$ cat config.mk
export PLATFORM = sky130hd
export DESIGN_NAME = lwrs_queue
export DESIGN_NICKNAME = d
export VERILOG_FILES = /design/src/hw/rtl/lwrs_pkg.sv /design/src/hw/rtl/lwrs_queue.sv
export SDC_FILE = /design/constraint.sdc
export NUM_CORES = 1
export LEC_CHECK = 0
export BUFFER_PORTS_ARGS = -buffer_cell sky130_fd_sc_hd__buf_2
export CAP_MARGIN = 20
export CORE_UTILIZATION = 30
export DETAILED_ROUTE_END_ITERATION = 12
export PLACE_DENSITY_LB_ADDON = 0.12
export SYNTH_ARGS = -nofsm -noshare
export SYNTH_HDL_FRONTEND = slang
export SYNTH_SLANG_ARGS = --single-unit
$ cat constraint.sdc
create_clock -name clk_i -period 12.95 [get_ports clk_i]
set_input_delay 0.6475 -clock clk_i [delete_from_list [all_inputs] [get_ports clk_i]]
set_output_delay 0.6475 -clock clk_i [all_outputs]
set_load 0.005 [all_outputs]
$ cat src/hw/rtl/lwrs_pkg.sv
// lwrs_pkg: shared widths, types and arithmetic helpers for the span splitter
// used by every module under hw/rtl; depends on nothing
package lwrs_pkg;

  localparam int unsigned MAX_PIXELS      = 4194304;
  localparam int unsigned MAX_WIDTH       = 4096;
  localparam int unsigned BYTES_PER_PIXEL = 4;

  localparam int unsigned BYTE_W = 24;
  localparam int unsigned PIX_W  = $clog2(MAX_PIXELS);
  localparam int unsigned COL_W  = $clog2(MAX_WIDTH);
  localparam int unsigned WID_W  = COL_W + 1;
  localparam int unsigned SUB_W  = $clog2(BYTES_PER_PIXEL);

  // divider pipeline: quotient bits resolved per stage
  localparam int unsigned DIV_BITS   = 2;
  localparam int unsigned DIV_STAGES = (PIX_W + DIV_BITS - 1) / DIV_BITS;

  localparam int unsigned QUEUE_DEPTH = 4;

  localparam int unsigned IN_TDATA_W  = 48;
  localparam int unsigned OUT_TDATA_W = 96;

  localparam logic [WID_W-1:0] WIDTH_RESET = WID_W'(400);

  typedef logic [PIX_W-1:0] pix_t;
  typedef logic [COL_W-1:0] col_t;
  typedef logic [WID_W-1:0] width_t;

  typedef enum logic [1:0] {
    KIND_NONE,
    KIND_ERR,
    KIND_OK
  } kind_e;

  // one slot of the divider pipeline, two divisions side by side
  typedef struct packed {
    logic  valid;
    kind_e kind;
    pix_t  n;
    pix_t  a_num;
    col_t  a_rem;
    pix_t  b_num;
    col_t  b_rem;
  } div_stage_t;

  // classified write, handed from front to back
  typedef struct packed {
    kind_e  kind;
    logic   single;
    col_t   x1;
    pix_t   y1;
    pix_t   y2;
    pix_t   n;
    width_t first_w;
    pix_t   mid_h;
    pix_t   src_c;
  } cmd_entry_t;

  // rectangle command, rect_x in the lowest bits
  typedef struct packed {
    pix_t   source_pixel;
    pix_t   rect_h;
    width_t rect_w;
    pix_t   rect_y;
    col_t   rect_x;
  } rect_t;

  typedef struct packed {
    col_t rem;
    pix_t num;
  } div_res_t;

  // one restoring division step: next dividend bit enters the remainder
  function automatic div_res_t div_step(col_t rem, pix_t num, width_t d);
    logic [WID_W-1:0] t;
    logic [WID_W-1:0] diff;
    div_res_t         r;
    t = {rem, num[PIX_W-1]};
    diff = t - d;
    if (t >= d) begin
      r.rem = diff[COL_W-1:0];
      r.num = {num[PIX_W-2:0], 1'b1};
    end else begin
      r.rem = t[COL_W-1:0];
      r.num = {num[PIX_W-2:0], 1'b0};
    end
    return r;
  endfunction

  // zero width reads as one, wide values saturate
  function automatic width_t clamp_width(width_t v);
    width_t r;
    if (v == '0) begin
      r = width_t'(1);
    end else if (v > width_t'(MAX_WIDTH)) begin
      r = width_t'(MAX_WIDTH);
    end else begin
      r = v;
    end
    return r;
  endfunction

endpackage

$ cat src/hw/rtl/lwrs_queue.sv
// lwrs_queue: short first-in first-out queue of classified writes
// between front and back; depends on lwrs_pkg
module lwrs_queue #(
  parameter int unsigned DEPTH = lwrs_pkg::QUEUE_DEPTH
) (
  input  logic                 clk_i,
  input  logic                 rst_ni,
  input  logic                 push_i,
  input  lwrs_pkg::cmd_entry_t entry_i,
  output logic                 full_o,
  input  logic                 pop_i,
  output logic                 valid_o,
  output lwrs_pkg::cmd_entry_t entry_o
);
  import lwrs_pkg::*;

  localparam int unsigned AW = (DEPTH > 1) ? $clog2(DEPTH) : 1;
  localparam int unsigned CW = $clog2(DEPTH + 1);

  cmd_entry_t    mem_q [DEPTH];
  logic [AW-1:0] wr_ptr_q, rd_ptr_q;
  logic [CW-1:0] count_q;
  logic          do_push, do_pop;

  assign full_o  = (count_q == CW'(DEPTH));
  assign valid_o = (count_q != '0);
  assign entry_o = mem_q[rd_ptr_q];
  assign do_push = push_i && !full_o;
  assign do_pop  = pop_i && valid_o;

  // storage
  always_ff @(posedge clk_i) begin
    if (do_push) begin
      mem_q[wr_ptr_q] <= entry_i;
    end
  end

  // pointers and fill count
  always_ff @(posedge clk_i or negedge rst_ni) begin
    if (!rst_ni) begin
      wr_ptr_q <= '0;
      rd_ptr_q <= '0;
      count_q  <= '0;
    end else begin
      if (do_push) begin
        wr_ptr_q <= (wr_ptr_q == AW'(DEPTH - 1)) ? '0 : wr_ptr_q + AW'(1);
      end
      if (do_pop) begin
        rd_ptr_q <= (rd_ptr_q == AW'(DEPTH - 1)) ? '0 : rd_ptr_q + AW'(1);
      end
      if (do_push && !do_pop) begin
        count_q <= count_q + CW'(1);
      end else if (do_pop && !do_push) begin
        count_q <= count_q - CW'(1);
      end
    end
  end

endmodule

After elaboration in Yosys (flattened, before gate mapping) --
Memory sizes are Yosys's and may differ from the RTL's. Cells that the tools add are included.
Word-level totals: register bits after elaboration 7, bits in writable memories 552, input bits 142, output and inout bits 140, word-level logic and storage cells 26, memories kept 1
Cells by class: add/subtract/negate cells 4, eq/ne operators 3, muxes and demuxes 6, reductions and logical operators 9
Memory list:
- mem_q | depth 4, bits a word 138, read ports 1, clocked after memory_dff 0, wr ports 1, RTL line lwrs_queue.sv:20 | cmd_entry_t mem_q [DEPTH];
Operator list (number):
- 3-bit two-way mux | 2
- 2-bit by 1-bit adder with 2-bit output, second input constant | 2
- 2-bit equality test, second input constant | 2
- 1-bit logical AND | 4
- 2-bit two-way mux | 2
- 3-bit by 1-bit adder with 3-bit output, second input constant | 1
- 3-bit equality test, second input constant | 1
- 1-bit zero test | 3
- 3-bit nonzero test | 1
- 3-bit by 1-bit subtractor with 3-bit output, second input constant | 1
- 1-bit two-way mux | 2
- 2-bit nonzero test | 1

Longest topological paths before layout --
depth after elaboration 7, depth in mapped cells 8, depth with buffers taken out 8

Least setup slack after synthesis --
OpenSTA, ideal clock, no wires.
kind input to register, from input push_i, to memory mem_q[3][0] in the netlist's numbering, enable pin, setup time 0.640 ns, arrival time 6.481 ns, data required time 12.310 ns, path slack 5.829 ns, stages 2, path buffers 0, cells stage by stage nand2_1 nor2_1
On the way: word-level cells in the longest chain between the ends 3
RTL lines:
- from (decl) | RTL line lwrs_queue.sv:8 | input logic push_i,
- 1-bit logical AND | RTL line lwrs_queue.sv:28 | assign do_push = push_i && !full_o;
- 1-bit two-way mux | RTL line lwrs_queue.sv:33 | if (do_push) begin
- 1-bit two-way mux (not written as such) | RTL line lwrs_queue.sv:34 | mem_q[wr_ptr_q] <= entry_i;
- to (decl) | RTL line lwrs_queue.sv:20
No other way between the ends.

==> flow_metrics.tcl <==
set metrics [dict create \
    status "completed" \
    dieArea_um2 68900 \
    finalCriticalPeriod_ns 4.53 \
    core.rowCount 95 \
    clk_latency_ns 0.61 \
    path_class "reg2out" \
    cts.sinks 559 \
    grt_max_degree 66 \
    areaGrowthSynthToFinish_pct 21.4 \
    max-vdd-ir-drop_v 0.000103 \
    cts_max_level 2 \
    grt_pass1_vias 9739 \
    syn_inst 758 \
    fin_util_pct 36.8 \
    io_buffers 281 \
    p_per_area_nw_per_um2 229 \
    core_um2 67200 \
    worst_pin_slew_ns 1.13 \
    arrival_ns 3.88 \
    cts-root-buf "clkbuf_16" \
    holdBufCountCts 1 \
    fillCellCount 6134 \
    synth_top_area_share_pct 81.5 \
    cts_tree "done" \
    hpwl_um 27800 \
    antenna_found_initial 12 \
    synth_cell_types 21 \
    synthesis.area_um2 20300 \
    cts_setup_buffers 0 \
    grt_usage_pct 13.3 \
    fmax_mhz 221 \
    hold_class "in2reg" \
    die_y_um 262 \
    drive_above_1_share_pct 45.8 \
    critPathRequiredTime_ns 12.30 \
    vias_per_cell 4.50 \
    yosysWarningCount 0 \
    grt_pass1_wl_um 67200 \
    antenna_left 0 \
    io_pins 282 \
    initial_core_util_pct 30.3 \
    skew_ns 0.0214 \
    layout_worst_path_cycle_share_pct 35.0 \
    worst_slack_ns 8.42 \
    end_kind "output port" \
    dieWidth_um 262 \
    leakagePower_uw 0.00826 \
    yosysSeqAreaShare_pct 82.3 \
    drc 0 \
    gp_congestion 0.726 \
    start_kind "flip-flop" \
    routedWlPerCell_um 22.8 \
    nNetsFinal 1236 \
    path_clk_slew_ns 0.06 \
    numCtsBuffers 61 \
    post_cts_resized 0 \
    synthesis.nets 907 \
    wl_um 45800 \
    syn_avg_cell_area_um2 26.8 \
    drtIter0Drc 475 \
    rsz0062_at_grt "false" \
    final-setup-viol-count 0 \
    vias 9054 \
    place_ws_ns 8.80 \
    hold_viol 0 \
    yosysTopAreaCell "edfxtp_1" \
    crit_path_max_fanout 42 \
    ys_seq_elements 559 \
    max-slew-margin-rel_pct 24.7 \
    ys_top_cells_by_area "edfxtp_1 (81%), mux4_2 (15%), dfrtp_1 (0.86%)" \
    overflow 0 \
    finalSetupTns_ns 0 \
    first_pass_iters 6 \
    drv_slew 0 \
    cap_violations 0 \
    cts_buffer_depth 3 \
]
[final timing paths]
check                          endpoint   startpoint  cells after the start  slack, ns
max                         entry_o[54]  rd_ptr_q[0]                      4       8.42
min                        mem_q[0][24]  entry_i[24]                      1       0.25
max reg2reg                mem_q[0][71]   count_q[2]                      5       9.20
min reg2reg                  count_q[2]   count_q[2]                      1       0.48
max in group asynchronous   rd_ptr_q[1]       rst_ni                      2      12.27
min in group asynchronous    count_q[2]       rst_ni                      2       0.44
[through the flow]
| step | instances | hold slack (ns) | area (µm²) | total power, µW |
|---|---|---|---|---|
| 6_report | 2012 | 0.247 | 24700 | 5670 |
| 5_1_grt | 2009 | 0.200 | 24700 | 5960 |
| 4_1_cts | 2008 | 0.183 | 24700 | 5830 |
| 3_5_place_dp | 1896 | 0.464 | 22800 | 4140 |
| 3_3_place_gp | 1895 | 0.463 | 22700 | 4130 |
| 2_1_floorplan | 758 | 0.352 | 20300 | 3480 |
[state kept, by name, summed over array words and instances (netlist names)]
register / cells
rd_ptr_q: 2
mem_q: 552
count_q: 3
wr_ptr_q: 2
[Yosys cell counts (all sizes together)]
cell	n
edfxtp	552
mux4	138
buf	30
dfrtp	7
ha	6
mux2	5
nor2	4
and2	3
inv	3
nand2	2
xor2	2
clkbuf	1
fa	1
nor2b	1
nor3b	1
or3	1
xnor2	1
[area by class of cell]
cell class / count / area [µm²] / area share [%]
Sequential cell: 559 / 16800 / 67.9
Multi-Input combinational cell: 165 / 3370 / 13.6
Clock buffer: 80 / 1640 / 6.64
Timing Repair Buffer: 297 / 1550 / 6.27
Tap cell: 873 / 1090 / 4.42
Clock inverter: 31 / 265 / 1.07
Inverter: 3 / 11.3 / 0.0456
Antenna cell: 4 / 10.0 / 0.0405
[cell usage in the layout (no fill, tap or decap), types with 3 or more instances in the layout]
cell type  count
and2_4         3
clkbuf_16     63
buf_4         14
clkinv_1      18
diode_2        4
mux4_2       138
edfxtp_1     552
mux2_2         3
clkbuf_1      17
dfrtp_1        5
buf_2        281
inv_1          3
nor2_1         3
clkinv_2       6
bufinv_16      5
ha_1           6
[cell families after synthesis]
family | Yosys count | synth area share (%)
flip-flops | 559 | 82.3
multiplexers | 143 | 15.6
buffers and inverters | 34 | 1.21
AND/OR/NAND/NOR | 12 | 0.326
adder cells (fa/ha/maj) | 7 | 0.467
XOR/XNOR | 3 | 0.129
[layer usage]
metal | vias up | routed length, µm | share of wire (%) | global-route usage (%)
met5 | - | 77 | 0.17 | 0
met1 | 4781 | 19800 | 43 | 17.4
li1 | 3956 | - | - | -
met2 | 209 | 22000 | 48 | 21.4
met3 | 94 | 2920 | 6.4 | 4.00
met4 | 14 | 1040 | 2.3 | 3.77
[power breakdown]
part           switching, µW  total (µW)  internal (µW)  leakage (µW)
Clock                    675        1660            981      0.000928
Sequential               122        2510           2390       0.00514
Combinational            797        1500            701       0.00219
[worst max-delay path: stages (launching register included)]
cell     delay (ns)
dfrtp_4        0.83
buf_4          0.81
buf_4          0.81
mux4_2         0.62
buf_2          0.15
Power figures use the tool's default switching activity.
