`config.mk`:
```
export PLATFORM = sky130hd
export DESIGN_NAME = lwrs_front
export DESIGN_NICKNAME = d
export VERILOG_FILES = /design/src/hw/rtl/lwrs_pkg.sv /design/src/hw/rtl/lwrs_front.sv
export SDC_FILE = /design/constraint.sdc
export NUM_CORES = 2
export LEC_CHECK = 0
export BUFFER_PORTS_ARGS = -buffer_cell sky130_fd_sc_hd__buf_2
export CORE_MARGIN = 4
export CORE_UTILIZATION = 50
export DETAILED_ROUTE_END_ITERATION = 6
export PLACE_DENSITY = 0.69
export SLEW_MARGIN = 20
export SYNTH_ARGS = -nofsm -noshare
export SYNTH_HDL_FRONTEND = slang
export SYNTH_SLANG_ARGS = --single-unit
```
`constraint.sdc`:
```
create_clock -name clk_i -period 5.7 [get_ports clk_i]
set_input_delay 0.855 -clock clk_i [delete_from_list [all_inputs] [get_ports clk_i]]
set_output_delay 0.855 -clock clk_i [all_outputs]
set_load 0.005 [all_outputs]
```
`src/hw/rtl/lwrs_pkg.sv`:
```
// lwrs_pkg: shared widths, types and arithmetic helpers for the span splitter
// used by every module under hw/rtl; depends on nothing
package lwrs_pkg;

  localparam int unsigned MAX_PIXELS      = 4194304;
  localparam int unsigned MAX_WIDTH       = 4096;
  localparam int unsigned BYTES_PER_PIXEL = 4;

  localparam int unsigned BYTE_W = 24;
  localparam int unsigned PIX_W  = $clog2(MAX_PIXELS);
  localparam int unsigned COL_W  = $clog2(MAX_WIDTH);
  localparam int unsigned WID_W  = COL_W + 1;
  localparam int unsigned SUB_W  = $clog2(BYTES_PER_PIXEL);

  // divider pipeline: quotient bits resolved per stage
  localparam int unsigned DIV_BITS   = 2;
  localparam int unsigned DIV_STAGES = (PIX_W + DIV_BITS - 1) / DIV_BITS;

  localparam int unsigned QUEUE_DEPTH = 4;

  localparam int unsigned IN_TDATA_W  = 48;
  localparam int unsigned OUT_TDATA_W = 96;

  localparam logic [WID_W-1:0] WIDTH_RESET = WID_W'(400);

  typedef logic [PIX_W-1:0] pix_t;
  typedef logic [COL_W-1:0] col_t;
  typedef logic [WID_W-1:0] width_t;

  typedef enum logic [1:0] {
    KIND_NONE,
    KIND_ERR,
    KIND_OK
  } kind_e;

  // one slot of the divider pipeline, two divisions side by side
  typedef struct packed {
    logic  valid;
    kind_e kind;
    pix_t  n;
    pix_t  a_num;
    col_t  a_rem;
    pix_t  b_num;
    col_t  b_rem;
  } div_stage_t;

  // classified write, handed from front to back
  typedef struct packed {
    kind_e  kind;
    logic   single;
    col_t   x1;
    pix_t   y1;
    pix_t   y2;
    pix_t   n;
    width_t first_w;
    pix_t   mid_h;
    pix_t   src_c;
  } cmd_entry_t;

  // rectangle command, rect_x in the lowest bits
  typedef struct packed {
    pix_t   source_pixel;
    pix_t   rect_h;
    width_t rect_w;
    pix_t   rect_y;
    col_t   rect_x;
  } rect_t;

  typedef struct packed {
    col_t rem;
    pix_t num;
  } div_res_t;

  // one restoring division step: next dividend bit enters the remainder
  function automatic div_res_t div_step(col_t rem, pix_t num, width_t d);
    logic [WID_W-1:0] t;
    logic [WID_W-1:0] diff;
    div_res_t         r;
    t = {rem, num[PIX_W-1]};
    diff = t - d;
    if (t >= d) begin
      r.rem = diff[COL_W-1:0];
      r.num = {num[PIX_W-2:0], 1'b1};
    end else begin
      r.rem = t[COL_W-1:0];
      r.num = {num[PIX_W-2:0], 1'b0};
    end
    return r;
  endfunction

  // zero width reads as one, wide values saturate
  function automatic width_t clamp_width(width_t v);
    width_t r;
    if (v == '0) begin
      r = width_t'(1);
    end else if (v > width_t'(MAX_WIDTH)) begin
      r = width_t'(MAX_WIDTH);
    end else begin
      r = v;
    end
    return r;
  endfunction

endpackage

```
`src/hw/rtl/lwrs_front.sv`:
```
// lwrs_front: accepts writes, checks them and finds start/end row and column
// through a pipelined divider; depends on lwrs_pkg
module lwrs_front (
  input  logic                         clk_i,
  input  logic                         rst_ni,
  input  logic                         in_valid_i,
  output logic                         in_ready_o,
  input  logic [lwrs_pkg::BYTE_W-1:0]  byte_offset_i,
  input  logic [lwrs_pkg::BYTE_W-1:0]  byte_length_i,
  input  lwrs_pkg::width_t             width_i,
  output logic                         out_valid_o,
  output lwrs_pkg::cmd_entry_t         out_entry_o,
  input  logic                         out_ready_i
);
  import lwrs_pkg::*;

  logic       en;
  div_stage_t st_q [DIV_STAGES+1];
  div_stage_t st0_d;
  logic [PIX_W:0] sum;
  logic [PIX_W:0] p1_full;
  pix_t       p0;
  pix_t       n;

  logic       p1_v_q, p2_v_q, p3_v_q;
  cmd_entry_t p1_q, p2_q, p3_q;
  cmd_entry_t p1_d, p3_d;
  pix_t       mid_w_q;
  logic [PIX_W+WID_W-1:0] prod;
  logic [PIX_W:0] src_sum;

  // whole pipe advances unless the last slot holds an entry the queue refuses
  assign en          = !(p3_v_q && (p3_q.kind != KIND_NONE)) || out_ready_i;
  assign in_ready_o  = en;
  assign out_valid_o = p3_v_q && (p3_q.kind != KIND_NONE);
  assign out_entry_o = p3_q;

  // decode and classify the incoming write
  always_comb begin
    p0      = byte_offset_i[BYTE_W-1:SUB_W];
    n       = byte_length_i[BYTE_W-1:SUB_W];
    sum     = {1'b0, p0} + {1'b0, n};
    p1_full = sum - (PIX_W+1)'(1);
    st0_d.valid = in_valid_i;
    st0_d.n     = n;
    st0_d.a_num = p0;
    st0_d.a_rem = '0;
    st0_d.b_num = p1_full[PIX_W-1:0];
    st0_d.b_rem = '0;
    if (byte_length_i == '0) begin
      st0_d.kind = KIND_NONE;
    end else if ((byte_offset_i[SUB_W-1:0] != '0) || (byte_length_i[SUB_W-1:0] != '0)) begin
      st0_d.kind = KIND_ERR;
    end else if (sum > (PIX_W+1)'(MAX_PIXELS)) begin
      st0_d.kind = KIND_ERR;
    end else begin
      st0_d.kind = KIND_OK;
    end
  end

  always_ff @(posedge clk_i or negedge rst_ni) begin
    if (!rst_ni) begin
      st_q[0] <= '0;
    end else if (en) begin
      st_q[0] <= st0_d;
    end
  end

  // divider stages: start pixel and last pixel divided by the row width
  for (genvar g = 0; g < DIV_STAGES; g++) begin : g_div
    div_stage_t nxt;
    div_res_t   ra, rb;

    always_comb begin
      nxt = st_q[g];
      ra  = '{rem: st_q[g].a_rem, num: st_q[g].a_num};
      rb  = '{rem: st_q[g].b_rem, num: st_q[g].b_num};
      for (int unsigned k = 0; k < DIV_BITS; k++) begin
        ra = div_step(ra.rem, ra.num, width_i);
        rb = div_step(rb.rem, rb.num, width_i);
      end
      nxt.a_rem = ra.rem;
      nxt.a_num = ra.num;
      nxt.b_rem = rb.rem;
      nxt.b_num = rb.num;
    end

    always_ff @(posedge clk_i or negedge rst_ni) begin
      if (!rst_ni) begin
        st_q[g+1] <= '0;
      end else if (en) begin
        st_q[g+1] <= nxt;
      end
    end
  end

  // first row width and count of full middle rows
  always_comb begin
    p1_d.kind    = st_q[DIV_STAGES].kind;
    p1_d.x1      = st_q[DIV_STAGES].a_rem;
    p1_d.y1      = st_q[DIV_STAGES].a_num;
    p1_d.y2      = st_q[DIV_STAGES].b_num;
    p1_d.n       = st_q[DIV_STAGES].n;
    p1_d.single  = (st_q[DIV_STAGES].a_num == st_q[DIV_STAGES].b_num);
    p1_d.first_w = width_i - {1'b0, st_q[DIV_STAGES].a_rem};
    p1_d.mid_h   = st_q[DIV_STAGES].b_num - st_q[DIV_STAGES].a_num - pix_t'(1);
    p1_d.src_c   = '0;
  end

  // middle rows in pixels, then source offset of the last row
  assign prod    = p1_q.mid_h * width_i;
  assign src_sum = {{(PIX_W+1-WID_W){1'b0}}, p2_q.first_w} + {1'b0, mid_w_q};

  always_comb begin
    p3_d       = p2_q;
    p3_d.src_c = src_sum[PIX_W-1:0];
  end

  always_ff @(posedge clk_i or negedge rst_ni) begin
    if (!rst_ni) begin
      p1_v_q  <= 1'b0;
      p2_v_q  <= 1'b0;
      p3_v_q  <= 1'b0;
      p1_q    <= '0;
      p2_q    <= '0;
      p3_q    <= '0;
      mid_w_q <= '0;
    end else if (en) begin
      p1_v_q  <= st_q[DIV_STAGES].valid;
      p1_q    <= p1_d;
      p2_v_q  <= p1_v_q;
      p2_q    <= p1_q;
      mid_w_q <= prod[PIX_W-1:0];
      p3_v_q  <= p2_v_q;
      p3_q    <= p3_d;
    end
  end

endmodule

```
# After elaboration in Yosys (flattened, before gate mapping)

Cells that the tools add are included.
Widths: inputs -> output; s select.

Bits in registers: 1475
Input port bits: 65
Output and inout port bits: 140
Logic and storage cells: 261

$add $sub $neg: 49
Multipliers: 1
$lt $le $gt $ge: 45
Eq/ne operators: 1
Muxes and demuxes: 47
Reductions and logical operators: 8

Operators with widths:

| kind                  | count |
|---|---|
| $mux 34               | 43 |
| $ge 13x13->1          | 42 |
| $sub 12x12->12        | 41 |
| $sub 22x1->22 const B | 2 |
| $ge 1x13->1           | 2 |
| $logic_not 24->1      | 1 |
| $sub 1x12->12         | 2 |
| $add 22x22->23        | 1 |
| $gt 23x23->1 const B  | 1 |
| $add 13x22->22        | 1 |
| $eq 22x22->1          | 1 |
| $mul 22x13->22        | 1 |
| $sub 22x22->22        | 1 |
| $sub 13x12->13        | 1 |
| $mux 2                | 3 |
| $reduce_bool 2->1     | 3 |
| $logic_or 1x1->1      | 2 |
| $logic_and 1x1->1     | 1 |
| $logic_not 1->1       | 1 |
| $mux 1                | 1 |

# Depth between registers and ports, before layout

Depth in word-level cells: 5
Mapped depth: 28

# Worst setup path before layout

OpenSTA, ideal clock, no wires.

Path type: in2reg
Start point: in width_i[1]
End point: reg st_q[600] (netlist name)
Library setup time: 0.126 ns
Arrival time: 7.667 ns
Required time: 5.574 ns
Setup slack: -2.093 ns
Stages on the path: 26
Path through: inv_1 -> ha_1 -> nor2b_1 -> o21ai_1 -> a21boi_1 -> o21ai_1 -> a21boi_1 -> o41a_1 -> or4_1 -> a31o_2 -> buf_6 -> buf_2 -> o21ai_0 -> inv_1 -> ha_1 -> nor2b_1 -> o21ai_0 -> a21boi_0 -> o21ai_0 -> a211oi_1 -> o31ai_1 -> o21ai_0 -> a21oi_1 -> clkbuf_1 -> nor3_1 -> a221o_1

Longest elaborated chain between the ends: 4
Elaborated cells on any way between the ends: 6
Those cells by class: add/sub (2); order compare (2); mux (2)

Ends and longest elaborated chain:

| item                                                  | RTL line                       | RTL |
|---|---|---|
| start: declaration                                    | lwrs_front.sv:10               | `input lwrs_pkg::width_t width_i,` |
| $sub 12x12->12 / $ge 13x13->1 (equally long branches) | lwrs_pkg.sv:80, lwrs_pkg.sv:81 |  |
| $mux 34                                               | lwrs_pkg.sv:81                 | `if (t >= d) begin` |
| $sub 12x12->12 / $ge 13x13->1 (equally long branches) | lwrs_pkg.sv:80, lwrs_pkg.sv:81 |  |
| $mux 34 (*)                                           | lwrs_pkg.sv:81                 |  |
| end signal: indexed assignment                        | lwrs_front.sv:92               | `st_q[g+1] <= nxt;` |
| end: declaration                                      | lwrs_front.sv:18               | `div_stage_t st_q [DIV_STAGES+1];` |

Every way passes the cells marked *; elsewhere a longest branch is shown, timed or not.
A chain may end at the register's enable or synchronous reset.

# Final worst setup path

Start point: reg p1_q[25] (netlist name)
End point: reg mid_w_q[19]

Longest elaborated chain between the ends: 1

Ends and longest elaborated chain:

| item                     | RTL line          | RTL |
|---|---|---|
| start: declaration       | lwrs_front.sv:26  | `cmd_entry_t p1_q, p2_q, p3_q;` |
| start signal: assignment | lwrs_front.sv:130 | `p1_q <= p1_d;` |
| $mul 22x13->22           | lwrs_front.sv:111 | `assign prod = p1_q.mid_h * width_i;` |
| end signal: assignment   | lwrs_front.sv:133 | `mid_w_q <= prod[PIX_W-1:0];` |
| end: declaration         | lwrs_front.sv:28  | `pix_t mid_w_q;` |

No other way between the ends.

==> metrics <==
post-DR vias/cell=approximately 5.4; Setup Viol. Count Final=0; maximum number of pins on one net before global-route repair=285; multiplexer fraction of the synthesized cell area=2.179%; fmax=182.2 MHz; TritonCTS clock tree=done; routed wire length=around 250 mm; number of standard-cell rows in the floorplan=155; outcome=complete, no violations; routed via count=75,661; cell type of the slowest stage on the worst timing path=sky130_fd_sc_hd__fa_1; Crit path required time=6.37 ns; sum of routed wire segments on met1=roughly 110 mm; aggregate global routing overflow=0; core area=between 150,000 and 200,000 um^2; Max-Cap Viols=0; Die X-Extent=431.1 um; signed area change from the synthesized netlist to the final layout=19.72%; total count of hold-check failures in the final report=0; utilization of the core after routing=60.12%; remaining max-slew budget at the tightest pin=between 20% and 30%; CTS clock-pin slew for the worst setup and hold paths=~0.060 ns; CTS Sinks=1,475; Top Metal Used=met4; Final GP Congestion=0.9276; number of placed I/O pins=205; class of the most critical hold timing path=input port to async pin; cell type with the largest total area after synthesis=sky130_fd_sc_hd__dfrtp_1; share of the synthesized area in compound gates (AO/OA/AOI/OAI)=12.55%; category of the worst setup path capture point=flip-flop; worst clock skew on the final layout=0.04139 ns; Worst Hold Margin=0.02530 ns; clock network latency to the later pin of the worst-skew pair=0.83 ns; total iterations of the first detailed-routing run=6; most used flip-flop cell after synthesis=sky130_fd_sc_hd__dfrtp_1; total of hold buffers inserted after clock tree synthesis=0; adder-cell share of the synthesized area=13.55%; Post-Synthesis Cells=roughly 11,000; maximum buffer depth of the clock tree=3; Synth cell types=81; largest family of logic cells by synthesized area=simple AND/OR/NAND/NOR gates; Routed Antenna Nets=0; number of remaining DRC errors=0; number of global-route vias before repair=75,601; antenna violations before repair=3; Chip Height=between 400 and 500 um; Max Transition Viols Final=0; number of enable-type register cells in the synthesized netlist=0; most repeated cell in the gate-level netlist after synthesis=sky130_fd_sc_hd__nand2_1; total cell area at the placement stage=101,400 um^2; critical path start-end classification=flip-flop to flip-flop; Initial Util=50.22%; Top cell by count, worst path=sky130_fd_sc_hd__fa_1; cell at the root of the clock tree=sky130_fd_sc_hd__clkbuf_16; worst slack at placement=-0.6020 ns; most used standard cells in the synthesized netlist=sky130_fd_sc_hd__nand2_1, sky130_fd_sc_hd__dfrtp_1, sky130_fd_sc_hd__ha_1; xor and xnor fraction of the mapped netlist area=4.296%; summed area of non-filler cells in the final layout=107,200 um^2; total global-route track usage=27.05%; simple logic cell fraction of the synthesized area=22.18%; top cells by area in the synthesized netlist=sky130_fd_sc_hd__dfrtp_1, sky130_fd_sc_hd__nand2_1, sky130_fd_sc_hd__ha_1, sky130_fd_sc_hd__fa_1, sky130_fd_sc_hd__a21oi_1; global-route wire length before repair=approximately 410 mm; post-synthesis register bit count=about 1,500; cells along the critical path=buf_4 > and2_1 > fa_1 > fa_1 > fa_2 > fa_1 > inv_1 > fa_1 > inv_1 > ha_1 > or2_2 > a21oi_2 > a21oi_2 > nand4_1 > or3b_2 > a21oi_2 > xor2_1 > o21ai_0; delay-heaviest family, CP=adder cells; kind of start point of the critical path=flip-flop; number of design-rule violations left by the first detailed-router iteration=about 5,300; port buffer count=just over 200; sequential-to-total area share from yosys stat=41.24%; part of the cycle the worst path needs=96.29%; number of buffers added by the clock tree synthesis step=164; Routed WL per cell=17.86 um; Routed met3 length=11.42 mm; warnings from Yosys=0; syn nets=11,570; post-DP HPWL=around 190 mm; fraction of layout instances using a drive strength above 1=16.07%; Min Clock Period, post-route=between 5 and 6 ns; CP arrival=6.16 ns; Mean Syn Cell Area=8.404 um^2; met2 WL post-DR=between 100 and 150 mm; share of Yosys cell area claimed by the top area cell type=41.24%; async set-reset flop share out of synthesis=100.0%; die area=185,800 um^2; delay contributed by the slowest stage of the critical path=between 0.5 and 0.6 ns; maximum fanout along the worst path=7; htree depth=4; number of nets in the final layout=12,540; worst slew pin tran=1.113 ns; Post-Synthesis Cell Area=89,510 um^2; final setup margin=roughly 0.21 ns; worst path bufs/invs=3
## worst reg2reg max path: stages, from the launching register on
cell                      delay [ns]
sky130_fd_sc_hd__dfrtp_2        0.48
sky130_fd_sc_hd__buf_4          0.20
sky130_fd_sc_hd__and2_1         0.18
sky130_fd_sc_hd__fa_1           0.48
sky130_fd_sc_hd__fa_1           0.54
sky130_fd_sc_hd__fa_2           0.48
sky130_fd_sc_hd__fa_1           0.55
sky130_fd_sc_hd__inv_1          0.06
sky130_fd_sc_hd__fa_1           0.53
sky130_fd_sc_hd__inv_1          0.04
sky130_fd_sc_hd__ha_1           0.33
sky130_fd_sc_hd__or2_2          0.32
sky130_fd_sc_hd__a21oi_2        0.16
sky130_fd_sc_hd__a21oi_2        0.05
sky130_fd_sc_hd__nand4_1        0.10
sky130_fd_sc_hd__or3b_2         0.46
sky130_fd_sc_hd__a21oi_2        0.16
sky130_fd_sc_hd__xor2_1         0.14
sky130_fd_sc_hd__o21ai_0        0.09
## cell families (layout without fill, tap and decap cells)
family	count (synthesis)	after routing
xor+xnor	439	439
compound gates	1866	1866
fa+ha+maj	854	854
flops	1475	1475
other cells	0	2
simple gates	4891	4891
mux	180	180
buf+inv	946	2047
## what timing repair did
item,4_1_cts,5_1_grt
cloned,0,1
endpoints found under the setup margin,3,43
resized for setup,4,45
setup buffers,0,4
pin swaps,1,16
## metal layers
metal / up-vias / GRT usage (%)
li1: 37201 / -
met1: 36434 / 37.48
met2: 1616 / 44.22
met3: 410 / 3.706
met4: 0 / 8.465
met5: - / 0
## per-stage QoR
stage               instances  setup TNS [ns]
finish                  14109               0
global route            14108       -0.003790
CTS                     14101               0
detailed placement      13804          -79.92
global placement        13804          -63.85
floorplan               10651         -152.68
## area by class of cell
cell class	instances	area [um^2]
Timing Repair Buffer	1249	9613
Inverter	501	1892
Multi-Input combinational cell	8230	50220
Tap cell	2355	2947
Sequential cell	1475	36920
Clock buffer	228	4667
Fill cell	15659	71070
Antenna cell	2	5.005
Clock inverter	69	897.1
## state kept, by name (all words and copies together) (netlist names)
signal / count
p1_v_q: 1
g_div.nxt: 275
out_entry_o: 138
p3_v_q: 1
p2_v_q: 1
mid_w_q: 22
st_q: 725
p2_q: 116
p1_q: 116
p1_d: 80
## final timing paths
| path | from | endpoint | slack, ns | cells past startpoint |
|---|---|---|---|---|
| max | p1_q[25] | mid_w_q[19] | 0.21 | 18 |
| min | rst_ni | out_entry_o[13] | 0.03 | 1 |
| max reg2reg | p1_q[25] | mid_w_q[19] | 0.21 | 18 |
| min reg2reg | p1_q[106] | p2_q[106] | 0.45 | 2 |
| max in group asynchronous | rst_ni | p3_v_q | 4.04 | 2 |
| min in group clk_i | in_valid_i | g_div[0].nxt[92] | 0.27 | 3 |
## layout by cell type, fill, tap and decap left out, types with 94 or more instances in the layout
master	count
sky130_fd_sc_hd__nor2_1	596
sky130_fd_sc_hd__xor2_1	167
sky130_fd_sc_hd__o21ai_0	443
sky130_fd_sc_hd__ha_1	638
sky130_fd_sc_hd__o21ai_1	109
sky130_fd_sc_hd__buf_2	203
sky130_fd_sc_hd__nand2_1	3587
sky130_fd_sc_hd__inv_1	485
sky130_fd_sc_hd__xnor2_1	272
sky130_fd_sc_hd__fa_1	190
sky130_fd_sc_hd__a21o_1	194
sky130_fd_sc_hd__nor3_1	115
sky130_fd_sc_hd__a21oi_1	579
sky130_fd_sc_hd__and2_1	103
sky130_fd_sc_hd__dfrtp_1	1469
sky130_fd_sc_hd__mux2_2	94
sky130_fd_sc_hd__clkbuf_16	166
sky130_fd_sc_hd__buf_4	984
Power is not shown: default switching activity piles up to over one toggle a cycle in this logic, so the estimate is an artifact.
