--- config.mk ---
export PLATFORM = sky130hd
export DESIGN_NAME = lwrs_back
export DESIGN_NICKNAME = d
export VERILOG_FILES = /design/src/hw/rtl/lwrs_pkg.sv /design/src/hw/rtl/lwrs_back.sv
export SDC_FILE = /design/constraint.sdc
export NUM_CORES = 1
export LEC_CHECK = 0
export BUFFER_PORTS_ARGS = -buffer_cell sky130_fd_sc_hd__buf_2
export CAP_MARGIN = 20
export CORE_MARGIN = 4
export CORE_UTILIZATION = 40
export DETAILED_ROUTE_END_ITERATION = 16
export PLACE_DENSITY = 0.7
export RECOVER_POWER = 25
export SYNTH_ARGS = -nofsm -noshare
export SYNTH_HDL_FRONTEND = slang
export SYNTH_SLANG_ARGS = --single-unit
--- constraint.sdc ---
create_clock -name clk_i -period 2.8 [get_ports clk_i]
set_input_delay 0 -clock clk_i [delete_from_list [all_inputs] [get_ports clk_i]]
set_output_delay 0 -clock clk_i [all_outputs]
set_load 0.05 [all_outputs]
--- src/hw/rtl/lwrs_pkg.sv ---
// lwrs_pkg: shared widths, types and arithmetic helpers for the span splitter
// used by every module under hw/rtl; depends on nothing
package lwrs_pkg;

  localparam int unsigned MAX_PIXELS      = 4194304;
  localparam int unsigned MAX_WIDTH       = 4096;
  localparam int unsigned BYTES_PER_PIXEL = 4;

  localparam int unsigned BYTE_W = 24;
  localparam int unsigned PIX_W  = $clog2(MAX_PIXELS);
  localparam int unsigned COL_W  = $clog2(MAX_WIDTH);
  localparam int unsigned WID_W  = COL_W + 1;
  localparam int unsigned SUB_W  = $clog2(BYTES_PER_PIXEL);

  // divider pipeline: quotient bits resolved per stage
  localparam int unsigned DIV_BITS   = 2;
  localparam int unsigned DIV_STAGES = (PIX_W + DIV_BITS - 1) / DIV_BITS;

  localparam int unsigned QUEUE_DEPTH = 4;

  localparam int unsigned IN_TDATA_W  = 48;
  localparam int unsigned OUT_TDATA_W = 96;

  localparam logic [WID_W-1:0] WIDTH_RESET = WID_W'(400);

  typedef logic [PIX_W-1:0] pix_t;
  typedef logic [COL_W-1:0] col_t;
  typedef logic [WID_W-1:0] width_t;

  typedef enum logic [1:0] {
    KIND_NONE,
    KIND_ERR,
    KIND_OK
  } kind_e;

  // one slot of the divider pipeline, two divisions side by side
  typedef struct packed {
    logic  valid;
    kind_e kind;
    pix_t  n;
    pix_t  a_num;
    col_t  a_rem;
    pix_t  b_num;
    col_t  b_rem;
  } div_stage_t;

  // classified write, handed from front to back
  typedef struct packed {
    kind_e  kind;
    logic   single;
    col_t   x1;
    pix_t   y1;
    pix_t   y2;
    pix_t   n;
    width_t first_w;
    pix_t   mid_h;
    pix_t   src_c;
  } cmd_entry_t;

  // rectangle command, rect_x in the lowest bits
  typedef struct packed {
    pix_t   source_pixel;
    pix_t   rect_h;
    width_t rect_w;
    pix_t   rect_y;
    col_t   rect_x;
  } rect_t;

  typedef struct packed {
    col_t rem;
    pix_t num;
  } div_res_t;

  // one restoring division step: next dividend bit enters the remainder
  function automatic div_res_t div_step(col_t rem, pix_t num, width_t d);
    logic [WID_W-1:0] t;
    logic [WID_W-1:0] diff;
    div_res_t         r;
    t = {rem, num[PIX_W-1]};
    diff = t - d;
    if (t >= d) begin
      r.rem = diff[COL_W-1:0];
      r.num = {num[PIX_W-2:0], 1'b1};
    end else begin
      r.rem = t[COL_W-1:0];
      r.num = {num[PIX_W-2:0], 1'b0};
    end
    return r;
  endfunction

  // zero width reads as one, wide values saturate
  function automatic width_t clamp_width(width_t v);
    width_t r;
    if (v == '0) begin
      r = width_t'(1);
    end else if (v > width_t'(MAX_WIDTH)) begin
      r = width_t'(MAX_WIDTH);
    end else begin
      r = v;
    end
    return r;
  endfunction

endpackage

--- src/hw/rtl/lwrs_back.sv ---
// lwrs_back: expands one classified write into its rectangle commands,
// one per cycle while the output is not stalled, into the output register; depends on lwrs_pkg
module lwrs_back (
  input  logic                 clk_i,
  input  logic                 rst_ni,
  input  logic                 q_valid_i,
  input  lwrs_pkg::cmd_entry_t q_entry_i,
  output logic                 pop_o,
  input  lwrs_pkg::width_t     width_i,
  output logic                 out_valid_o,
  input  logic                 out_ready_i,
  output lwrs_pkg::rect_t      out_rect_o,
  output logic                 out_error_o,
  output logic                 out_last_o
);
  import lwrs_pkg::*;

  typedef enum logic [1:0] {
    PH_FIRST,
    PH_MID,
    PH_LAST
  } phase_e;

  phase_e phase_q, phase_d;
  logic   out_valid_q;
  rect_t  rect_q, rect_d;
  logic   error_q, error_d;
  logic   last_q, last_d;
  logic   done, load;
  pix_t   last_w;

  assign last_w = q_entry_i.n - q_entry_i.src_c;

  // pick the command for the head entry and current phase
  always_comb begin
    rect_d  = '0;
    error_d = 1'b0;
    last_d  = 1'b0;
    done    = 1'b0;
    phase_d = phase_q;
    if (q_entry_i.kind == KIND_ERR) begin
      error_d = 1'b1;
      last_d  = 1'b1;
      done    = 1'b1;
    end else if (q_entry_i.single) begin
      rect_d.rect_x = q_entry_i.x1;
      rect_d.rect_y = q_entry_i.y1;
      rect_d.rect_w = q_entry_i.n[WID_W-1:0];
      rect_d.rect_h = pix_t'(1);
      last_d        = 1'b1;
      done          = 1'b1;
    end else begin
      case (phase_q)
        PH_FIRST: begin
          rect_d.rect_x = q_entry_i.x1;
          rect_d.rect_y = q_entry_i.y1;
          rect_d.rect_w = q_entry_i.first_w;
          rect_d.rect_h = pix_t'(1);
          phase_d       = (q_entry_i.mid_h != '0) ? PH_MID : PH_LAST;
        end
        PH_MID: begin
          rect_d.rect_y       = q_entry_i.y1 + pix_t'(1);
          rect_d.rect_w       = width_i;
          rect_d.rect_h       = q_entry_i.mid_h;
          rect_d.source_pixel = {{(PIX_W-WID_W){1'b0}}, q_entry_i.first_w};
          phase_d             = PH_LAST;
        end
        PH_LAST: begin
          rect_d.rect_y       = q_entry_i.y2;
          rect_d.rect_w       = last_w[WID_W-1:0];
          rect_d.rect_h       = pix_t'(1);
          rect_d.source_pixel = q_entry_i.src_c;
          last_d              = 1'b1;
          done                = 1'b1;
        end
        default: begin
          phase_d = PH_FIRST;
        end
      endcase
    end
    if (done) begin
      phase_d = PH_FIRST;
    end
  end

  assign load  = q_valid_i && (!out_valid_q || out_ready_i);
  assign pop_o = load && done;

  // phase and output register
  always_ff @(posedge clk_i or negedge rst_ni) begin
    if (!rst_ni) begin
      phase_q     <= PH_FIRST;
      out_valid_q <= 1'b0;
      rect_q      <= '0;
      error_q     <= 1'b0;
      last_q      <= 1'b0;
    end else if (load) begin
      phase_q     <= phase_d;
      out_valid_q <= 1'b1;
      rect_q      <= rect_d;
      error_q     <= error_d;
      last_q      <= last_d;
    end else if (out_ready_i) begin
      out_valid_q <= 1'b0;
    end
  end

  assign out_valid_o = out_valid_q;
  assign out_rect_o  = rect_q;
  assign out_error_o = error_q;
  assign out_last_o  = last_q;

endmodule

* Word-level counts from Yosys, hierarchy flattened
Index checks and enable logic that the tools add are counted.
Storage, ports and cells: output and inout bits 95, register bits 96, word-level logic and storage cells 42, input bits 155
Operators by class: reduce and logical (&&, ||, !) cells 8, eq/ne operators 6, $add $sub $neg 2, muxes and demuxes 17
Operators with widths (count):
- $pmux W57 S3 | 1
- $mux W91 | 1
- $mux W69 | 1
- $pmux W22 S2 | 1
- $add A22 B1 Y22 const B | 1
- $mux W22 | 1
- $reduce_bool A22 Y1 | 1
- $sub A13 B13 Y13 | 1
- $mux W12 | 1
- $mux W2 | 4
- $mux W1 | 6
- $pmux W2 S3 | 1
- $eq A2 B1 Y1 const B | 2
- $ne A2 B2 Y1 const B | 2
- $reduce_and A4 Y1 | 1
- $eq A2 B2 Y1 const B | 1
- $logic_and A1 B1 Y1 | 2
- $logic_not A2 Y1 | 1
- $ne A2 B1 Y1 const B | 1
- $reduce_bool A2 Y1 | 1
- $logic_not A1 Y1 | 1
- $logic_or A1 B1 Y1 | 1

* Depth between registers and ports, before layout
Gate-level depths: netlist (run 1).
word-level depth 6, gate-level depth with buffers 9, mapped depth without buffers 9

* Least setup slack after synthesis (run 1)
Ideal clock, no wire load.
path type reg2out, start register out_valid_q, in the netlist out_valid_o, end output pop_o, arrival time 2.083 ns, cell stages (with the launch flop) 6, required time 2.800 ns, path buffers 2, setup slack 0.717 ns, cell sequence dfrtp_1 > nand2b_1 > nand2_1 > clkbuf_1 > buf_1 > a21oi_1
Between the ends: cells in the longest elaborated chain, start to end 4
Ends and longest elaborated chain:
- from (decl) | RTL line lwrs_back.sv:25 | logic out_valid_q;
- from (signal assigned) | RTL line lwrs_back.sv:93 | out_valid_q <= 1'b0;
- from (signal assigned) | RTL line lwrs_back.sv:99 | out_valid_q <= 1'b1;
- from (signal assigned) | RTL line lwrs_back.sv:104 | out_valid_q <= 1'b0;
- $logic_not A1 Y1 | RTL line lwrs_back.sv:86 | assign load = q_valid_i && (!out_valid_q || out_ready_i);
- $logic_or A1 B1 Y1 | RTL line lwrs_back.sv:86
- $logic_and A1 B1 Y1 | RTL line lwrs_back.sv:86
- $logic_and A1 B1 Y1 | RTL line lwrs_back.sv:87 | assign pop_o = load && done;
- to (decl) | RTL line lwrs_back.sv:8 | output logic pop_o,
No other way between the ends.

* Worst setup path after layout (run 1)
start register phase_q[0], end register rect_q, in the netlist out_rect_o[37]
Between the ends: cells in the longest elaborated chain, start to end 4, elaborated cells on any way between the ends 6, those cells by class eq/ne: 2; mux: 3; reduce/logical: 1
Ends and longest elaborated chain:
- from (decl) | RTL line lwrs_back.sv:24 | phase_e phase_q, phase_d;
- from (signal assigned) | RTL line lwrs_back.sv:98 | phase_q <= phase_d;
- $eq A2 B2 Y1, or another cell as far along | RTL line lwrs_back.sv:53 | case (phase_q)
- $pmux W57 S3 (*) | RTL line lwrs_back.sv:53
- $mux W69 (*) | RTL line lwrs_back.sv:45 | end else if (q_entry_i.single) begin
- $mux W91 (*) | RTL line lwrs_back.sv:41 | if (q_entry_i.kind == KIND_ERR) begin
- to (signal assigned) | RTL line lwrs_back.sv:100 | rect_q <= rect_d;
- to (decl) | RTL line lwrs_back.sv:26 | rect_t rect_q, rect_d;
Mark *: on every way between the ends. The rest lies on a longest branch, timed or not. A chain may end at the register's enable or synchronous reset.

==> results by group, run 1 <==
Run status
  – Outcome: completed

Place
  – Placed cell areas: around 6700 um2
  – Placer Congestion: between 0.9 and 1
  – Post-Place Cells: between 900 and 1000
  – I/O Buffers: 240
  – Detailed placement HPWL: between 10000 and 15000 um

Timing
  – Slew @ Worst Pin: between 1 and 1.5 ns
  – Final setup vio count: 0
  – Pins Over Slew Limit: 0
  – Part of the cycle the worst path needs: a little under nine tenths
  – Worst slew margin: between 10% and 20%
  – Setup TNS: 0 ns
  – Fmax: 0.418 GHz
  – RSZ-0062 raised after global routing: false
  – Hold slack: between 0.01 and 0.015 ns
  – Fin. Hold Viols: 0
  – Clock Skew: between 0.006 and 0.007 ns
  – Fin crit period: ~2.4 ns

Die
  – # rows: 42
  – Core Footprint: between 10000 and 15000 um2
  – Initial Utilization: 40.8%
  – Die Y: around 120 um
  – IO Pins: 250
  – Die area: around 15000 um2
  – Die X: roughly 120 um

Clocking
  – CTS tree: yes
  – Cts repair resizes: 0
  – CTS H-tree depth: 3
  – CTS Buf Count: 9
  – Clock latency on the worst-skew pair: ~0.34 ns
  – # clock sinks: 96
  – Root Driver: clkbuf_16
  – Max clock buf depth: 2
  – Clock transition at the registers of the reported paths: around 0.070 ns

Setup path
  – CP Data Required Time: 3.08 ns
  – Critical path type: register to register
  – Crit Path Max Fanout: 13
  – CP Capture Type: register
  – Critical Path Source Type: register
  – Critical Path AT: about 2.7 ns

Global routing
  – Pin count of the biggest net entering global routing: roughly 70
  – Tot GR Track Use: about a quarter
  – Initial antenna violation count: 0
  – Vias in the first global route: just over 6000
  – First-pass GRT wire length: 30600 um
  – GRT overflow: 0

Logic synthesis
  – Register area share after synthesis: ~45%
  – Most frequent cells after synthesis: 96 x dfrtp_1, 58 x nand2_1, 46 x o21ai_0
  – Async set-reset flop share out of synthesis: 100%
  – Xor and xnor area share after synthesis: approximately 3.6%
  – Main combinational cell family by area after synthesis: compound AO/OA/AOI/OAI gates
  – Complex-gate fraction of the synthesized area: 28.9%
  – Most frequent cell after synthesis: dfrtp_1
  – Share of synthesized cell area in and, or, nand and nor gates: between 10% and 20%
  – Syn_nets: 730
  – Netlist Area Pre-Place: around 5400 um2
  – Synthesized instance count: 557
  – Yosys top cell area share: between 40 and 50%
  – Cell taking the most area after synthesis: dfrtp_1
  – Multiplexer area fraction after synthesis: under 10%
  – Register bit count reported by yosys: 96
  – Synth Warn #: 0
  – Top post-synthesis cells by area: dfrtp_1 45%, a22o_1 7.2%, a22oi_1 5.2%, o21ai_0 4.3%, nand2_1 4.0%
  – EDFF count, synth: 0
  – Main synth FF type: dfrtp_1
  – Syn Area/Cell: 9.66 um2
  – Post-synthesis adder-cell area fraction: between 4 and 5%
  – Post-synth cell types: 56

Route
  – Routed WL per cell: 18.9 um
  – First-pass DRT Iterations: 8
  – ANT nets after route: 0
  – Detail-routed via count per cell: around 5.7
  – Post-Route WL: between 15000 and 20000 um
  – DR iter-0 viols: ~470
  – DRC Markers: 0
  – DR vias: about 6000

Worst hold path
  – Worst hold path class: input port to register

Pwr
  – Maximum vdd drop: around 0.28 mV
  – Power per cell area: 590 nW/um2
  – LEAKAGE: 3.85 nW

Finish
  – Final Non-Filler Cells: ~1000
  – Fin area: roughly 7900 um2
  – Antenna Diode Count: 0
  – Syn-to-layout area delta: 47.0%
  – Nets: about 1000
  – Layout cells sized above 1: 28.8%
  – Fillers: 1147

Job
  – Max-cap violations: 0
==> flip-flops by register name, indices dropped and copies added, names as in the netlist <==
register and flops:
out_rect_o 91, phase_q 2, out_error_o 1, out_last_o 1
out_valid_o 1
==> cell type report <==
type / count / area (um2) / share of cell area (%)
Multi-Input combinational cell: 401 / 2740 / 34.6
Sequential cell: 96 / 2400 / 30.4
Timing Repair Buffer: 340 / 2160 / 27.3
Clock buffer: 10 / 239 / 3.02
Tap cell: 176 / 220 / 2.78
Inverter: 22 / 82.6 / 1.04
Clock inverter: 3 / 68.8 / 0.870
==> where the power goes <==
part	internal, mW	switching [mW]
Combinational	0.562	1.16
Sequential	1.54	0.0920
Clock	0.794	0.518
Total	2.90	1.77
==> worst max-delay path, stage by stage (launching register included) <==
cell	delay, ns
dfrtp_1	0.42
ha_1	0.23
nor2_1	0.50
nand2_1	0.16
buf_4	0.23
o21ai_0	0.21
dlygate4sd3_1	0.58
==> final timing paths <==
kind	start	to	slack, ns	cells past startpoint
max	phase_q[0]	out_rect_o[37]	0.41	6
min	q_entry_i[7]	out_rect_o[76]	0.01	3
max reg2reg	phase_q[0]	out_rect_o[37]	0.41	6
min reg2reg	out_rect_o[42]	out_rect_o[42]	0.48	2
max in group asynchronous	rst_ni	out_rect_o[64]	1.43	3
min in group asynchronous	rst_ni	out_rect_o[0]	0.47	2
==> placed cells by master (no fill, tap or decap), types with 5 or more instances in the layout <==
| cell type | synthesis | layout |
|---|---|---|
| nand2b_1 | 6 | 6 |
| nor3_1 | 5 | 5 |
| a21oi_1 | 27 | 27 |
| dfrtp_1 | 96 | 96 |
| dlygate4sd3_1 | 0 | 89 |
| clkbuf_1 | 27 | 24 |
| nor2_1 | 30 | 30 |
| nand3_1 | 14 | 14 |
| nand2_1 | 58 | 57 |
| a22o_1 | 44 | 44 |
| clkbuf_16 | 0 | 9 |
| a22oi_1 | 37 | 37 |
| buf_2 | 6 | 215 |
| o21ai_0 | 46 | 46 |
| inv_1 | 22 | 22 |
| xor2_1 | 13 | 13 |
| buf_4 | 2 | 10 |
| nor4_1 | 6 | 6 |
| o31ai_1 | 6 | 6 |
| o21ai_1 | 5 | 5 |
| xnor2_1 | 9 | 9 |
| nor2b_1 | 5 | 5 |
| a222oi_1 | 17 | 17 |
| ha_1 | 17 | 16 |
==> through the flow <==
step | setup WS [ns] | util [%] | power (mW)
after floorplan | 0.717 | - | 2.74
after global placement | 0.662 | 51.1 | 3.22
after detailed placement | 0.519 | 51.1 | 3.25
after CTS | 0.440 | 60.2 | 4.69
after global routing | 0.278 | 60.0 | 4.88
final | 0.405 | 60.0 | 4.67
==> kinds of logic (layout without fill, tap and decap cells) <==
group,Yosys count,in the layout
compound gates,214,214
simple gates,142,142
xor+xnor,22,22
mux,5,5
buf+inv,60,375
flops,96,96
fa+ha+maj,18,18
==> layer usage <==
metal	wire [um]	track usage, %	part of all wire [%]
met3	1610	4.68	8.1
met4	483	9.86	2.4
met2	9920	45.3	50
met5	0	0	0
met1	7840	30.0	39
==> timing repair <==
action | CTS | global route
hold buffers | 89 | 0
setup buffers | 0 | 0
endpoints found under the hold margin | 123 | 0
Power figures use the tool's default switching activity.
==> inputs of run 2 (changes only) <==
- RECOVER_POWER: 25 -> 50
==> results by group, run 2 (synthesized netlist as in run 1, its figures left out) <==
Route
  – DR vias: approximately 6000
  – DR iter-0 viols: 491
  – Post-Route WL: roughly 20000 um
  – First-pass DRT Iterations: 9
  – Detail-routed via count per cell: about 5.7
  – DRC Markers: 0
  – ANT nets after route: 0
  – Routed WL per cell: around 19 um

Setup path
  – Critical path type: register to register
  – CP Capture Type: register
  – Reg2Reg Depth: 6
  – Critical Path Source Type: register
  – CP Data Required Time: around 3 ns
  – R2R Path End: out_rect_o[37]
  – Setup slack, reg-to-reg: 0.40 ns
  – Critical Path AT: ~2.7 ns
  – Worst r2r src: phase_q[0]
  – Crit Path Max Fanout: 13

Timing
  – Pins Over Slew Limit: 0
  – Final setup vio count: 0
  – Worst slew margin: 17.6%
  – RSZ-0062 raised after global routing: false
  – Setup TNS: 0 ns
  – Fmax: 0.416 GHz
  – Fin crit period: ~2.4 ns
  – Slew @ Worst Pin: 1.24 ns
  – Fin. Hold Viols: 0
  – Clock Skew: around 0.0085 ns
  – Part of the cycle the worst path needs: 85.8%

Clocking
  – CTS Buf Count: 9
  – CTS H-tree depth: 3
  – CTS tree: yes
  – Max clock buf depth: 2
  – Clock transition at the registers of the reported paths: approximately 0.070 ns
  – Post-CTS Hold Fix Bufs: 89
  – Cts repair resizes: 0
  – Clock latency on the worst-skew pair: roughly 0.35 ns
  – Post-CTS Setup Bufs: 0
  – # clock sinks: 96
  – Root Driver: clkbuf_16

Global routing
  – Vias in the first global route: between 6000 and 7000
  – Met2 Track Usage GR: a little under half
  – GRT overflow: 0
  – Initial antenna violation count: 0
  – Most Crowded Layer GR: met2
  – Tot GR Track Use: about a quarter
  – Pin count of the biggest net entering global routing: between 70 and 80
  – Met1 Use GR: between 30% and 40%
  – GRT met3 Usage: roughly 4.7%
  – First-pass GRT wire length: between 30000 and 40000 um

Pwr
  – Maximum vdd drop: about 0.28 mV
  – Pwr Total: between 4 and 5 mW
  – LEAKAGE: 3.59 nW
  – Power per cell area: 593 nW/um2

Die
  – Die area: roughly 15000 um2
  – Die X: roughly 120 um
  – Die Y: roughly 120 um
  – # rows: 42
  – Initial Utilization: 40.8%
  – IO Pins: 250
  – Core Footprint: about 13000 um2

Worst hold path
  – Min-Delay Path Depth: 5
  – Hold Path Sink: out_rect_o[19]
  – Worst hold path class: input port to register
  – Hold wc startpoint: q_entry_i[86]

Run status
  – Outcome: completed

Finish
  – Largest register FFs: 91
  – Most frequent cells in the layout: 145 x buf_2, 96 x dfrtp_1, 94 x clkbuf_1
  – Nets: 1043
  – Most common cell after layout, fill and taps aside: buf_2
  – Syn-to-layout area delta: 45.4%
  – Layout cells sized above 1: 20.8%
  – Fillers: about 1200
  – Antenna Diode Count: 0

Job
  – Max-cap violations: 0

Place
  – Detailed placement HPWL: between 10000 and 15000 um
  – Placer Congestion: approximately 0.9
  – I/O Buffers: between 200 and 250
## run 2: cell count changes in the layout (fill, tap and decap cells not counted), sizes merged
| cell | delta |
|---|---|
| clkbuf | +70 |
| buf | -70 |
## run 2: where the power goes
part           internal (mW)  total, mW  switching (mW)
registers               1.54       1.64          0.0960
logic                  0.526       1.69            1.16
clock network          0.794       1.32           0.521
## run 2: layer usage
metal,wire (um),part of all wire (%)
met1,7820,39
met3,1620,8.1
met5,0,0
met2,9960,50
met4,505,2.5
## run 2: how the worst max path moves through the flow
| stage | start | cells after the start | slack, ns | endpoint |
|---|---|---|---|---|
| after floorplan | out_valid_o | 5 | 0.72 | pop_o |
| after global placement | out_valid_o | 5 | 0.66 | out_rect_o[39] |
| after detailed placement | out_valid_o | 5 | 0.52 | out_rect_o[46] |
| after CTS | q_entry_i[57] | 12 | 0.44 | out_rect_o[38] |
| after global routing | phase_q[0] | 6 | 0.28 | out_rect_o[34] |
| final | phase_q[0] | 6 | 0.40 | out_rect_o[37] |
## run 2: per-stage QoR
stage / util (%) / setup WS (ns) / area, um2 / hold slack, ns / std cells
global route: 59.3 / 0.278 / 7820 / 0.0221 / 1048
finish: 59.3 / 0.397 / 7820 / 0.0129 / 1048
detailed placement: 51.1 / 0.519 / 6740 / 0.0595 / 946
global placement: 51.1 / 0.662 / 6740 / 0.0470 / 946
CTS: 60.2 / 0.440 / 7940 / 0.00249 / 1048
floorplan: - / 0.717 / 5380 / -0.296 / 557
## run 2: critical path, stage by stage, from the launching register on
cell,delay [ns]
dfrtp_1,0.42
ha_1,0.23
nor2_1,0.50
nand2_1,0.17
buf_4,0.23
o21ai_0,0.20
dlygate4sd3_1,0.58
## run 2: layout make-up
| class | instances | area (um2) | share of cell area, % |
|---|---|---|---|
| clock inverters | 3 | 68.8 | 0.880 |
| multi-input cells | 401 | 2740 | 35.0 |
| repair buffers | 340 | 2070 | 26.5 |
| clock buffers | 10 | 239 | 3.06 |
| flip-flops and latches | 96 | 2400 | 30.7 |
| well taps | 176 | 220 | 2.82 |
| inverters | 22 | 82.6 | 1.06 |
==> inputs of run 3 (changes only) <==
- ABC_AREA: not set -> 1
- PLACE_DENSITY: 0.7 -> 0.69
==> results by group, run 3 <==
Run status
  – Outcome: completed

Setup path
  – Worst r2r src: phase_q[0]
  – Critical Path AT: 2.62 ns
  – Reg2Reg Depth: 7
  – R2R Path End: out_rect_o[38]
  – Sum of buffers and inverters on the critical path: 3
  – WP depth: 7
  – Critical path type: register to register
  – CP Data Required Time: a little over 3 ns
  – CP Capture Type: register
  – Crit Path Max Fanout: 11
  – Crit path launch: phase_q[0]
  – Slowest stage delay, CP: 0.54 ns
  – Critical Path, Cell by Cell: inv_1 -> ha_1 -> inv_1 -> o221ai_1 -> nand2_1 -> nand2_1 -> dlygate4sd3_1
  – Critical Path Source Type: register
  – Slowest CP cell: dlygate4sd3_1
  – Family with the most delay on the worst path: buffers and inverters
  – Setup slack, reg-to-reg: approximately 0.47 ns

Route
  – DRC Markers: 0
  – Detail-routed via count per cell: approximately 5.3
  – Post-Route WL: ~21000 um
  – First-pass DRT Iterations: 5
  – DR vias: about 7000
  – Routed WL per cell: 16.6 um
  – DR iter-0 viols: about 460
  – ANT nets after route: 0

Timing
  – Slew @ Worst Pin: roughly 1.2 ns
  – Hold slack: 0.0128 ns
  – RSZ-0062 raised after global routing: false
  – Fmax: between 0.4 and 0.5 GHz
  – Clock Skew: ~0.0052 ns
  – Fin. Hold Viols: 0
  – Fin crit period: approximately 2.3 ns
  – Setup TNS: 0 ns
  – Worst slew margin: around 22%
  – Final setup vio count: 0
  – Part of the cycle the worst path needs: 83.2%
  – Pins Over Slew Limit: 0

Finish
  – Most common cell after layout, fill and taps aside: nand2_1
  – Fin area: 8390 um2
  – Nets: between 1000 and 1500
  – Syn-to-layout area delta: 40.5%
  – Sequential Area: ~2400 um2
  – Antenna Diode Count: 0
  – Final Non-Filler Cells: 1296
  – Largest register FFs: between 90 and 100
  – Most frequent cells in the layout: 243 x nand2_1, 175 x buf_2, 107 x inv_1
  – Fillers: 1406
  – Layout cells sized above 1: 20.3%
  – Multi-input logic area: 2950 um2

Logic synthesis
  – Post-synth cell types: 46
  – Register area share after synthesis: about two fifths
  – Most frequent cells after synthesis: 243 x nand2_1, 107 x inv_1, 96 x dfrtp_1
  – Register bit count reported by yosys: 96
  – Synthesized instance count: around 800
  – Netlist Area Pre-Place: about 6000 um2
  – Async set-reset flop share out of synthesis: between 90% and 100%
  – EDFF count, synth: 0
  – Yosys top cell area share: about two fifths
  – Syn_nets: around 970
  – Cell taking the most area after synthesis: dfrtp_1
  – Most frequent cell after synthesis: nand2_1
  – Main synth FF type: dfrtp_1
  – Top post-synthesis cells by area: dfrtp_1 40%, nand2_1 15%, inv_1 6.7%, a32o_1 5.0%, o21ai_0 4.4%
  – Synth Warn #: 0
  – Syn Area/Cell: between 7 and 8 um2

Global routing
  – Pin count of the biggest net entering global routing: 95
  – Tot GR Track Use: 25.2%
  – First-pass GRT wire length: 33900 um
  – GRT overflow: 0
  – Vias in the first global route: between 6000 and 7000
  – Initial antenna violation count: 0

Job
  – Max-cap violations: 0

Die
  – # rows: 44
  – Die X: 130 um
  – Die Y: between 100 and 150 um
  – Core Footprint: between 10000 and 15000 um2
  – IO Pins: 250
  – Initial Utilization: between 40 and 50%
  – Die area: roughly 17000 um2

Pwr
  – Power per cell area: between 500 and 600 nW/um2
  – Maximum vdd drop: between 0.2 and 0.3 mV
  – LEAKAGE: 4.32 nW

Worst hold path
  – Min-Delay Path Depth: 3
  – Hold Path Sink: out_rect_o[47]
  – Worst hold path class: input port to register
  – Hold wc startpoint: q_entry_i[22]

Place
  – I/O Buffers: 240
  – Post-Place Cells: about 1200
  – Detailed placement HPWL: ~15000 um
  – Placer Congestion: 0.895
  – Placed cell areas: between 7000 and 8000 um2

Clocking
  – Clock latency on the worst-skew pair: about 0.35 ns
  – Post-CTS Hold Fix Bufs: 85
  – CTS H-tree depth: 3
  – # clock sinks: 96
  – Root Driver: clkbuf_16
  – Max clock buf depth: 2
  – Cts repair resizes: 0
  – CTS tree: yes
  – CTS Buf Count: 9
  – Post-CTS Setup Bufs: 0
  – Clock transition at the registers of the reported paths: ~0.080 ns
run 3: cell types whose count changed after synthesis, moves of 12 or more:
cell,change
nand2_1,+185
inv_1,+85
a22o_1,-42
a32o_1,+30
nand3_1,+29
a22oi_1,-25
a222oi_1,-17
xor2_1,-12
run 3: kinds of logic (layout without fill, tap and decap cells):
kind of cell | Yosys count | count (layout) | synth area share, %
compound gates | 176 | 176 | 19.9
xor+xnor | 2 | 2 | 0.293
fa+ha+maj | 18 | 18 | 3.90
buf+inv | 153 | 464 | 10.4
flops | 96 | 96 | 40.2
simple gates | 356 | 356 | 25.3
run 3: worst max-delay path by stage:
stage               slack, ns             end
finish                   0.47  out_rect_o[38]
global route             0.27  out_rect_o[38]
CTS                      0.44  out_rect_o[38]
floorplan                1.00           pop_o
detailed placement       0.63  out_rect_o[56]
global placement         0.69  out_rect_o[58]
run 3: power breakdown:
part | internal (mW) | switching [mW]
registers | 1.55 | 0.0982
clock network | 0.802 | 0.615
logic | 0.530 | 1.30
run 3: area by class of cell:
class	instances	share of cell area, %
multi-input cells	552	35.2
clock inverters	7	1.31
repair buffers	335	24.4
well taps	184	2.74
clock buffers	9	2.68
flip-flops and latches	96	28.6
inverters	113	5.08
run 3: worst reg2reg max path: stages (launching register included):
cell,delay (ns)
dfrtp_1,0.40
inv_1,0.11
ha_1,0.45
inv_1,0.36
o221ai_1,0.27
nand2_1,0.07
nand2_1,0.06
dlygate4sd3_1,0.54
run 3: layer usage:
metal	wire length [um]	up-vias	global-route usage, %
met3	2030	20	5.16
li1	-	3296	-
met5	0	-	0
met2	9930	330	40.3
met4	350	0	7.21
met1	9190	3165	34.5
run 3: stage by stage:
| stage | setup slack (ns) | power, mW | utilization, % |
|---|---|---|---|
| 2_1_floorplan | 1.00 | 2.88 | - |
| 3_3_place_gp | 0.695 | 3.41 | 50.1 |
| 3_5_place_dp | 0.630 | 3.42 | 50.1 |
| 4_1_cts | 0.437 | 4.96 | 58.2 |
| 5_1_grt | 0.265 | 5.16 | 57.5 |
| 6_report | 0.472 | 4.90 | 57.5 |
